File: src/aes128_ctr_byte_stream_macros.svh
// Assertion helpers for the AES-128 CTR byte stream.
`ifndef AES128_CTR_BYTE_STREAM_MACROS_SVH
`define AES128_CTR_BYTE_STREAM_MACROS_SVH

// Implication checked at every clock, held off during reset.
`define ACTR_ASSERT_IMP(label, ante, cons, msg) \
  label: assert property (@(posedge clk) disable iff (!rst_n) (ante) |-> (cons)) \
    else $error(msg);

// Implication checked in the cycle after the antecedent.
`define ACTR_ASSERT_NXT(label, ante, cons, msg) \
  label: assert property (@(posedge clk) disable iff (!rst_n) (ante) |=> (cons)) \
    else $error(msg);

`endif

File: src/actr_pkg.sv
`default_nettype none
package actr_pkg;

  localparam int unsigned BlkBytes = 16;
  localparam int unsigned Rounds   = 10;

  typedef enum logic [1:0] {
    CFG_KEY_LOW  = 2'd0,
    CFG_KEY_HIGH = 2'd1,
    CFG_NONCE    = 2'd2
  } cfg_idx_t;

  // one queued item, classified by the front end
  typedef struct packed {
    logic [7:0]  data;
    logic [3:0]  pos;
    logic [63:0] ctr;
    logic        need_ks;   // this byte needs a fresh keystream block
  } item_t;

  function automatic logic [7:0] sbox(input logic [7:0] a);
    logic [7:0] t [256];
    t = '{
      8'h63,8'h7c,8'h77,8'h7b,8'hf2,8'h6b,8'h6f,8'hc5,8'h30,8'h01,8'h67,8'h2b,8'hfe,8'hd7,8'hab,8'h76,
      8'hca,8'h82,8'hc9,8'h7d,8'hfa,8'h59,8'h47,8'hf0,8'had,8'hd4,8'ha2,8'haf,8'h9c,8'ha4,8'h72,8'hc0,
      8'hb7,8'hfd,8'h93,8'h26,8'h36,8'h3f,8'hf7,8'hcc,8'h34,8'ha5,8'he5,8'hf1,8'h71,8'hd8,8'h31,8'h15,
      8'h04,8'hc7,8'h23,8'hc3,8'h18,8'h96,8'h05,8'h9a,8'h07,8'h12,8'h80,8'he2,8'heb,8'h27,8'hb2,8'h75,
      8'h09,8'h83,8'h2c,8'h1a,8'h1b,8'h6e,8'h5a,8'ha0,8'h52,8'h3b,8'hd6,8'hb3,8'h29,8'he3,8'h2f,8'h84,
      8'h53,8'hd1,8'h00,8'hed,8'h20,8'hfc,8'hb1,8'h5b,8'h6a,8'hcb,8'hbe,8'h39,8'h4a,8'h4c,8'h58,8'hcf,
      8'hd0,8'hef,8'haa,8'hfb,8'h43,8'h4d,8'h33,8'h85,8'h45,8'hf9,8'h02,8'h7f,8'h50,8'h3c,8'h9f,8'ha8,
      8'h51,8'ha3,8'h40,8'h8f,8'h92,8'h9d,8'h38,8'hf5,8'hbc,8'hb6,8'hda,8'h21,8'h10,8'hff,8'hf3,8'hd2,
      8'hcd,8'h0c,8'h13,8'hec,8'h5f,8'h97,8'h44,8'h17,8'hc4,8'ha7,8'h7e,8'h3d,8'h64,8'h5d,8'h19,8'h73,
      8'h60,8'h81,8'h4f,8'hdc,8'h22,8'h2a,8'h90,8'h88,8'h46,8'hee,8'hb8,8'h14,8'hde,8'h5e,8'h0b,8'hdb,
      8'he0,8'h32,8'h3a,8'h0a,8'h49,8'h06,8'h24,8'h5c,8'hc2,8'hd3,8'hac,8'h62,8'h91,8'h95,8'he4,8'h79,
      8'he7,8'hc8,8'h37,8'h6d,8'h8d,8'hd5,8'h4e,8'ha9,8'h6c,8'h56,8'hf4,8'hea,8'h65,8'h7a,8'hae,8'h08,
      8'hba,8'h78,8'h25,8'h2e,8'h1c,8'ha6,8'hb4,8'hc6,8'he8,8'hdd,8'h74,8'h1f,8'h4b,8'hbd,8'h8b,8'h8a,
      8'h70,8'h3e,8'hb5,8'h66,8'h48,8'h03,8'hf6,8'h0e,8'h61,8'h35,8'h57,8'hb9,8'h86,8'hc1,8'h1d,8'h9e,
      8'he1,8'hf8,8'h98,8'h11,8'h69,8'hd9,8'h8e,8'h94,8'h9b,8'h1e,8'h87,8'he9,8'hce,8'h55,8'h28,8'hdf,
      8'h8c,8'ha1,8'h89,8'h0d,8'hbf,8'he6,8'h42,8'h68,8'h41,8'h99,8'h2d,8'h0f,8'hb0,8'h54,8'hbb,8'h16};
    return t[a];
  endfunction

  function automatic logic [7:0] xtime(input logic [7:0] v);
    return {v[6:0], 1'b0} ^ (v[7] ? 8'h1b : 8'h00);
  endfunction

  // byte i of a 128-bit block sits at [8*i +: 8]
  function automatic logic [127:0] round_fn(input logic [127:0] s, input logic [127:0] rk,
                                            input logic last);
    logic [127:0] t;
    logic [127:0] m;
    logic [7:0] a0, a1, a2, a3, al;
    t = '0;
    m = '0;
    for (int c = 0; c < 4; c++) begin
      for (int r = 0; r < 4; r++) begin
        t[8*(r+4*c) +: 8] = sbox(s[8*(r + 4*((c+r) & 3)) +: 8]);
      end
    end
    for (int c = 0; c < 4; c++) begin
      a0 = t[8*(4*c) +: 8];
      a1 = t[8*(4*c+1) +: 8];
      a2 = t[8*(4*c+2) +: 8];
      a3 = t[8*(4*c+3) +: 8];
      al = a0 ^ a1 ^ a2 ^ a3;
      m[8*(4*c) +: 8]   = a0 ^ al ^ xtime(a0 ^ a1);
      m[8*(4*c+1) +: 8] = a1 ^ al ^ xtime(a1 ^ a2);
      m[8*(4*c+2) +: 8] = a2 ^ al ^ xtime(a2 ^ a3);
      m[8*(4*c+3) +: 8] = a3 ^ al ^ xtime(a3 ^ a0);
    end
    return (last ? t : m) ^ rk;
  endfunction

  function automatic logic [127:0] next_rk(input logic [127:0] k, input logic [7:0] rc);
    logic [31:0] w;
    logic [127:0] n;
    w = {sbox(k[103:96]), sbox(k[127:120]), sbox(k[119:112]), sbox(k[111:104]) ^ rc};
    n[31:0]   = k[31:0]   ^ w;
    n[63:32]  = k[63:32]  ^ n[31:0];
    n[95:64]  = k[95:64]  ^ n[63:32];
    n[127:96] = k[127:96] ^ n[95:64];
    return n;
  endfunction

endpackage
`default_nettype wire

File: src/actr_front.sv
`default_nettype none
module actr_front (
  input  wire logic                clk,
  input  wire logic                rst_n,
  input  wire logic                flush,       // config write: next byte recomputes
  input  wire logic                in_valid,
  output logic                     in_ready,
  input  wire logic [7:0]          data_byte,
  input  wire logic                restart,
  input  wire logic [31:0]         start_offset,
  output logic                     q_valid,
  input  wire logic                q_ready,
  output actr_pkg::item_t          q_item
);
  import actr_pkg::*;

  localparam int unsigned Depth = 4;

  item_t          mem_r [Depth];
  logic [1:0]     wp_r, rp_r;
  logic [2:0]     cnt_r;
  logic [63:0]    ctr_r;
  logic [3:0]     pos_r;
  logic           kv_r;
  item_t          it;
  logic           push, pop;

  assign in_ready = (cnt_r != 3'(Depth));
  assign push     = in_valid && in_ready;
  assign q_valid  = (cnt_r != 3'd0);
  assign pop      = q_valid && q_ready;
  assign q_item   = mem_r[rp_r];

  always_comb begin
    it.data    = data_byte;
    it.pos     = restart ? start_offset[3:0] : pos_r;
    it.ctr     = restart ? {32'd0, 4'd0, start_offset[31:4]} : ctr_r;
    it.need_ks = restart || !kv_r;
  end

  always_ff @(posedge clk) begin
    if (push) mem_r[wp_r] <= it;
    if (!rst_n) begin
      wp_r <= '0; rp_r <= '0; cnt_r <= '0;
      ctr_r <= '0; pos_r <= '0; kv_r <= 1'b0;
    end else begin
      if (push) begin
        wp_r  <= wp_r + 2'd1;
        pos_r <= it.pos + 4'd1;
        ctr_r <= (it.pos == 4'd15) ? it.ctr + 64'd1 : it.ctr;
        kv_r  <= (it.pos != 4'd15);
      end
      if (flush) kv_r <= 1'b0;
      if (pop) rp_r <= rp_r + 2'd1;
      cnt_r <= cnt_r + {2'd0, push} - {2'd0, pop};
    end
  end

  `include "aes128_ctr_byte_stream_macros.svh"
  `ACTR_ASSERT_IMP(a_cnt_bound, 1'b1, cnt_r <= 3'(Depth), "queue count over depth")
  `ACTR_ASSERT_NXT(a_wrap_inval, push && it.pos == 4'd15 && !flush, !kv_r, "wrap kept keystream")
  `ACTR_ASSERT_NXT(a_flush, flush, !kv_r, "config write kept keystream")
endmodule
`default_nettype wire

File: config.mk
export PLATFORM = sky130hd
export DESIGN_NAME = actr_front
export DESIGN_NICKNAME = d
export VERILOG_FILES = /design/src/actr_pkg.sv /design/src/actr_front.sv
export VERILOG_INCLUDE_DIRS = /design/src /design/src/src
export SDC_FILE = /design/constraint.sdc
export NUM_CORES = 1
export LEC_CHECK = 0
export BUFFER_PORTS_ARGS = -buffer_cell sky130_fd_sc_hd__buf_2
export CORE_ASPECT_RATIO = 1.75
export CORE_MARGIN = 5
export CORE_UTILIZATION = 50
export CTS_BUF_LIST = sky130_fd_sc_hd__clkbuf_16
export DETAILED_ROUTE_END_ITERATION = 6
export PLACE_DENSITY = 0.73
export SETUP_SLACK_MARGIN = 0.3
export SYNTH_ARGS = -nofsm -noshare
export SYNTH_HDL_FRONTEND = slang
export SYNTH_SLANG_ARGS = --single-unit
File: constraint.sdc
create_clock -name clk -period 3 [get_ports clk]
set_input_delay 0.15 -clock clk [delete_from_list [all_inputs] [get_ports clk]]
set_output_delay 0.15 -clock clk [all_outputs]
set_load 0.01 [all_outputs]
==> impl_metrics.csv, run 1 <==
group,metric,value,unit
sta,min_period_over_period,85.0,%
cells_and_area,drive_gt1_share,28.1,%
global_route,grt-ovfl-total,0,
sta,clock_skew,0.0244,ns
job,max_cap_viol_count,0,
drt,drc,0,
pwr,p_leak,6.59,nW
sta,setup_tns,0,ns
clock_network,clk_latency,0.54,ns
drt,postRouteAntennaNets,0,
floorplan,row_count,88,
setup_path,cp_cell_sequence,"nand3_1 -> or3_1 -> or4_1 -> buf_4 -> nor4_2 -> mux2_2",
logic_synthesis,syn-num-nets,1187,
drt,vias,10600,
clock_network,clk_pin_slew,0.07,ns
setup_path,path_buf_inv,1,
setup_path,slowest_stage,"or4_1",
cells_and_area,syn_to_final_growth,15.4,%
placed_design,gp_congestion,0.925,
floorplan,dieArea,0.0375,sq mm
sta,final_max_slew_viol_count,0,
pwr,peakVddDrop,442,uV
sta,whs,0.0602,ns
clock_network,cts_tree,"done",
sta,fmax,392,MHz
placed_design,dp_hpwl,26.4,mm
logic_synthesis,ys_seq_area_share,64.4,%
floorplan,fp.dieH,252,microns
logic_synthesis,synth.avg_cell_area,14.8,sq um
global_route,antenna_found_initial,1,
sta,finalSetupViolCount,0,
logic_synthesis,synth_cells,1132,
drt,wl_per_cell,23.4,microns
hold_path,min_path_type,"in -> reg",
pwr,cellPowerDensity,722,mW/mm^2
drt,via_per_inst,6.16,
clock_network,clock_sinks,386,
logic_synthesis,synth_area,0.0168,sq mm
setup_path,crit_type,"reg -> reg",
global_route,grt_max_degree,91,
sta,hold_viol,0,
floorplan,initial_core_util,50.8,%
logic_synthesis,synth_edf_count,308,
sta,worst_pin_slew,0.904,ns
sta,rsz0062_at_grt,"true",
setup_path,timing.critical_path.fanout_max,6,
setup_path,endpoint_kind,"flip-flop",
clock_network,cts_root_buf,"clkbuf_16",
setup_path,crit_arrival,2.98,ns
setup_path,critPathRequiredTime,3.43,ns
floorplan,die_x,148,microns
logic_synthesis,ys_warn_count,0,
global_route,grt_usage,21.4,%
setup_path,critPathLaunchType,"flip-flop",
outcome,status,"finished clean",
setup_path,critPathTopFamily,"simple AND/OR/NAND/NOR gates",
clock_network,htreeDepth,2,
sta,finalCriticalPeriod,2.55,ns
drt,drt_iter0_markers,786,
sta,maxSlewHeadroom,39.7,%
logic_synthesis,synthDistinctLibCells,66,
global_route,grt_pass1_wl,62.2,mm
floorplan,io_pins,125,
setup_path,critPathMaxStageDelay,0.59,ns
logic_synthesis,ys_ff_latch,386,
logic_synthesis,async_flop_share,0,%
drt,first_pass_iters,5,
logic_synthesis,synth_flop_cell,"edfxtp_1",
placed_design,port_buffers,124,
pwr,power,0.0140,W
clock_network,cts_buffers,34,
global_route,grt_pass1_vias,11000,
cells_and_area,finalNetCount,1339,
clock_network,clock_path_buffers,3,
floorplan,coreArea,0.0330,sq mm
drt,drt_wl_total,40.1,mm
[layer usage]
metal | share of wire (%) | wire length [microns] | global-route usage [%] | up-vias
met3 | 4.0 | 1590 | 2.58 | 112
met5 | 0 | 0 | 0 | -
li1 | - | - | - | 4797
met4 | 5.3 | 2140 | 10.5 | 0
met1 | 37 | 14700 | 24.6 | 5353
met2 | 54 | 21600 | 39.2 | 306
[cell families (layout without fill, tap and decap cells)]
group | after synthesis | count (layout) | share of synthesized area (%)
AO/OA/AOI/OAI | 101 | 101 | 4.17
XOR/XNOR | 15 | 15 | 0.783
flip-flops | 386 | 386 | 64.4
multiplexers | 139 | 139 | 14.3
other | 0 | 1 | 0
AND/OR/NAND/NOR | 388 | 388 | 13.2
buffers and inverters | 94 | 272 | 2.39
adder cells (fa/ha/maj) | 9 | 9 | 0.716
[state kept, by name (all words and copies together) (netlist names), named ones only]
name,flops
rp_r,2
mem_r,308
kv_r,1
cnt_r,3
ctr_r,64
wp_r,2
pos_r,4
[area by class of cell]
cell class,count,area (sq um)
inverters,26,97.6
clock inverters,28,200
well taps,405,507
repair buffers,184,1200
flip-flops and latches,386,10800
clock buffers,34,851
diodes,1,2.50
multi-input cells,652,5680
fillers,2621,13700
[worst paths after layout]
| check | slack [ns] | end | from | cells after the start |
|---|---|---|---|---|
| worst min register to register | 0.46 | ctr_r[2]$_SDFFE_PN0P_ | ctr_r[2]$_SDFFE_PN0P_ | 2 |
| worst max register to register | 0.45 | ctr_r[56]$_SDFFE_PN0P_ | ctr_r[43]$_SDFFE_PN0P_ | 6 |
| worst max-delay path | 0.45 | ctr_r[56]$_SDFFE_PN0P_ | ctr_r[43]$_SDFFE_PN0P_ | 6 |
| worst min-delay path | 0.06 | mem_r[2][12]$_DFFE_PP_ | start_offset[15] | 2 |
[repair_timing]
action / in CTS / in global routing
gates resized for setup: 0 / 2
buffers inserted: 0 / 2
hold endpoints to repair: 38 / 0
endpoints found under the setup margin: 0 / 4
hold buffers: 11 / 0
[synthesized netlist by cell type, types with 4 or more instances]
cell         n  area [sq um]
and3_1      38           238
and3b_1      4          35.0
o21ai_0      7          35.0
xnor2_1      9          78.8
o311ai_0     6          52.6
nand3_1     79           395
nand4_1     23           144
nand3b_1    11          82.6
mux2i_1     21           210
or4_1       11          82.6
nor2_1      20          75.1
nand2_1     71           267
nor2b_1     32           200
mux2_2      40           450
a22oi_1      5          37.5
clkbuf_1    51           191
nand4b_1     8          70.1
buf_2        6          30.0
buf_6        5          56.3
or3_1       17           106
and2_1       8          50.1
xor2_1       6          52.6
dfxtp_1     78          1560
buf_1        5          18.8
edfxtp_1   308          9250
nor3_1      18          90.1
o211ai_1     6          45.0
inv_1       24          90.1
mux4_2      77          1730
ha_1         8           100
o2111ai_1   11          96.3
nor4_1      25           156
a21oi_1     38           190
nand2b_1     5          31.3
[report_power, final]
group	internal, W	total (W)	switching (W)
clock network	0.00226	0.00418	0.00192
registers	0.00641	0.00668	0.000271
logic	0.00145	0.00311	0.00166
[cell usage in the layout, fill, tap and decap left out, types with 7 or more instances in the layout]
| cell type | Yosys | layout |
|---|---|---|
| a21oi_1 | 38 | 38 |
| and2_1 | 8 | 8 |
| and3_1 | 38 | 34 |
| buf_12 | 0 | 8 |
| buf_2 | 6 | 123 |
| buf_4 | 1 | 42 |
| clkbuf_16 | 0 | 34 |
| clkinv_1 | 1 | 10 |
| dfxtp_1 | 78 | 76 |
| dlygate4sd3_1 | 0 | 11 |
| edfxtp_1 | 308 | 308 |
| ha_1 | 8 | 7 |
| inv_1 | 24 | 30 |
| mux2_2 | 40 | 38 |
| mux2i_1 | 21 | 20 |
| mux4_2 | 77 | 77 |
| nand2_1 | 71 | 71 |
| nand3_1 | 79 | 78 |
| nand3b_1 | 11 | 11 |
| nand4_1 | 23 | 23 |
| nand4b_1 | 8 | 8 |
| nor2_1 | 20 | 19 |
| nor2b_1 | 32 | 32 |
| nor3_1 | 18 | 17 |
| nor4_1 | 25 | 19 |
| o2111ai_1 | 11 | 11 |
| o21ai_0 | 7 | 7 |
| or3_1 | 17 | 17 |
| or4_1 | 11 | 10 |
| xnor2_1 | 9 | 9 |
[stage by stage]
stage	instances	instance area, sq um	util (%)	worst slack (ns)
global placement	1640	18200	55.0	0.374
floorplan	1132	16900	-	0.140
global route	1716	19400	58.6	0.288
detailed placement	1640	18200	55.0	0.334
CTS	1713	19300	58.5	0.434
finish	1716	19400	58.6	0.450
No activity file was read; power rests on OpenSTA's default activity.
==> run 2, diff against run 1 <==
--- a/config.mk
+++ b/config.mk
@@ -7,12 +7,14 @@
 export NUM_CORES = 1
 export LEC_CHECK = 0
 export BUFFER_PORTS_ARGS = -buffer_cell sky130_fd_sc_hd__buf_2
+export CELL_PAD_IN_SITES_DETAIL_PLACEMENT = 0
+export CELL_PAD_IN_SITES_GLOBAL_PLACEMENT = 1
 export CORE_ASPECT_RATIO = 1.75
 export CORE_MARGIN = 5
-export CORE_UTILIZATION = 50
+export CORE_UTILIZATION = 46
 export CTS_BUF_LIST = sky130_fd_sc_hd__clkbuf_16
 export DETAILED_ROUTE_END_ITERATION = 6
-export PLACE_DENSITY = 0.73
+export PLACE_DENSITY = 0.78
 export SETUP_SLACK_MARGIN = 0.3
 export SYNTH_ARGS = -nofsm -noshare
 export SYNTH_HDL_FRONTEND = slang
==> impl_metrics.csv, run 2 (synthesis results as in run 1) <==
group,metric,value,unit
sta,whs,0.0330,ns
setup_path,critPathRequiredTime,3.41,ns
global_route,grt-ovfl-total,0,
cells_and_area,layout_common_cells,"308 x edfxtp_1, 123 x buf_2, 78 x nand3_1, 77 x mux4_2, 76 x dfxtp_1",
clock_network,clock_sinks,386,
floorplan,initial_core_util,46.6,%
drt,postRouteAntennaNets,0,
placed_design,pre_cts_slack,0.302,ns
drt,wl_per_cell,23.5,microns
sta,final_max_slew_viol_count,0,
job,max_cap_viol_count,0,
global_route,grt_usage,20.4,%
global_route,grt_max_degree,91,
global_route,grt_pass1_vias,10900,
cells_and_area,finalNetCount,1341,
outcome,status,"finished clean",
floorplan,coreArea,0.0360,sq mm
drt,via_per_inst,5.91,
floorplan,dieArea,0.0405,sq mm
sta,maxSlewHeadroom,36.7,%
sta,worst_pin_slew,0.950,ns
pwr,peakVddDrop,419,uV
clock_network,cts_root_buf,"clkbuf_16",
floorplan,die_x,154,microns
sta,hold_viol,0,
global_route,grt_pass1_wl,64.5,mm
setup_path,critPathLaunchType,"flip-flop",
sta,fin_ws,0.440,ns
clock_network,cts_buffers,35,
setup_path,endpoint_kind,"flip-flop",
sta,finalSetupViolCount,0,
cells_and_area,syn_to_final_growth,16.1,%
clock_network,cts_tree,"done",
clock_network,clock_path_buffers,3,
setup_path,timing.critical_path.fanout_max,20,
drt,vias,10500,
cells_and_area,largest_register_ffs,308,
setup_path,cp_cell_sequence,"nand4b_1 -> a22o_1 -> or4_4 -> nor4_1 -> mux2_2",
floorplan,row_count,92,
drt,first_pass_iters,5,
setup_path,slowest_stage,"or4_4",
cells_and_area,max_flop_register,"mem_r",
setup_path,crit_arrival,2.97,ns
placed_design,dp_hpwl,28.5,mm
pwr,cellPowerDensity,721,mW/mm^2
clock_network,clk_pin_slew,0.06,ns
sta,min_period_over_period,85.3,%
cells_and_area,top_regs,"mem_r: 308 flops, ctr_r: 64 flops, pos_r: 4 flops",
drt,drt_iter0_markers,704,
setup_path,crit_type,"reg -> reg",
cells_and_area,drive_gt1_share,28.1,%
sta,clock_skew,0.0204,ns
sta,rsz0062_at_grt,"false",
sta,fmax,391,MHz
floorplan,fp.dieH,263,microns
global_route,antenna_found_initial,0,
drt,drc,0,
pwr,p_leak,6.65,nW
placed_design,gp_congestion,0.923,
sta,finalCriticalPeriod,2.56,ns
setup_path,r2r_setup_slack,0.44,ns
setup_path,critPathMaxStageDelay,0.67,ns
cells_and_area,final_common_cell,"edfxtp_1",
placed_design,port_buffers,124,
floorplan,io_pins,125,
sta,setup_tns,0,ns
clock_network,htreeDepth,2,
hold_path,min_path_type,"in -> reg",
clock_network,clk_latency,0.53,ns
drt,drt_wl_total,41.9,mm
-- run 2: repair_timing --
action | in CTS | in global routing
setup buffers | 0 | 0
endpoints found under the setup margin | 0 | 1
endpoints found under the hold margin | 34 | 0
resized for setup | 0 | 1
hold buffers | 10 | 0
-- run 2: cell type report --
cell class | instances | area, sq um
fillers | 2943 | 16600
flip-flops and latches | 386 | 10800
multi-input cells | 652 | 5680
repair buffers | 185 | 1220
clock buffers | 37 | 926
well taps | 470 | 588
clock inverters | 26 | 141
inverters | 26 | 97.6
diodes | 1 | 2.50
-- run 2: worst max-delay path: cells and delay by family, from the launching register on --
kind / cells / cell delay, ns
compound gates: 1 / 0.37
flops: 1 / 0.39
mux: 1 / 0.37
simple gates: 3 / 1.32
-- run 2: stage by stage --
step / util, % / instances / power (W) / instance area, sq um
CTS: 54.0 / 1782 / 0.0142 / 19500
global route: 54.0 / 1782 / 0.0146 / 19500
global placement: 50.8 / 1709 / 0.00997 / 18300
detailed placement: 50.8 / 1709 / 0.0100 / 18300
floorplan: - / 1132 / 0.00873 / 16900
finish: 54.1 / 1783 / 0.0140 / 19500
-- run 2: report_power, final --
part           leakage [nW]  internal, W  switching [W]  total (W)
logic                  2.70      0.00146        0.00167    0.00314
registers              3.38      0.00641       0.000290    0.00670
clock network         0.568      0.00232        0.00189    0.00420
-- run 2: layer usage --
layer | GRT usage [%] | routed length (microns) | vias to the layer above
li1 | - | - | 4798
met1 | 23.3 | 15200 | 5326
met2 | 38.0 | 23100 | 305
met3 | 2.27 | 1580 | 103
met4 | 8.89 | 1950 | 0
met5 | 0 | 0 | -
-- run 2: worst paths after layout --
kind,from,endpoint,cells past startpoint
max,ctr_r[4]$_SDFFE_PN0P_,ctr_r[59]$_SDFFE_PN0P_,5
max reg2reg,ctr_r[4]$_SDFFE_PN0P_,ctr_r[59]$_SDFFE_PN0P_,5
min reg2reg,pos_r[1]$_SDFFE_PN0P_,pos_r[1]$_SDFFE_PN0P_,2
min,start_offset[1],mem_r[3][66]$_DFFE_PP_,2
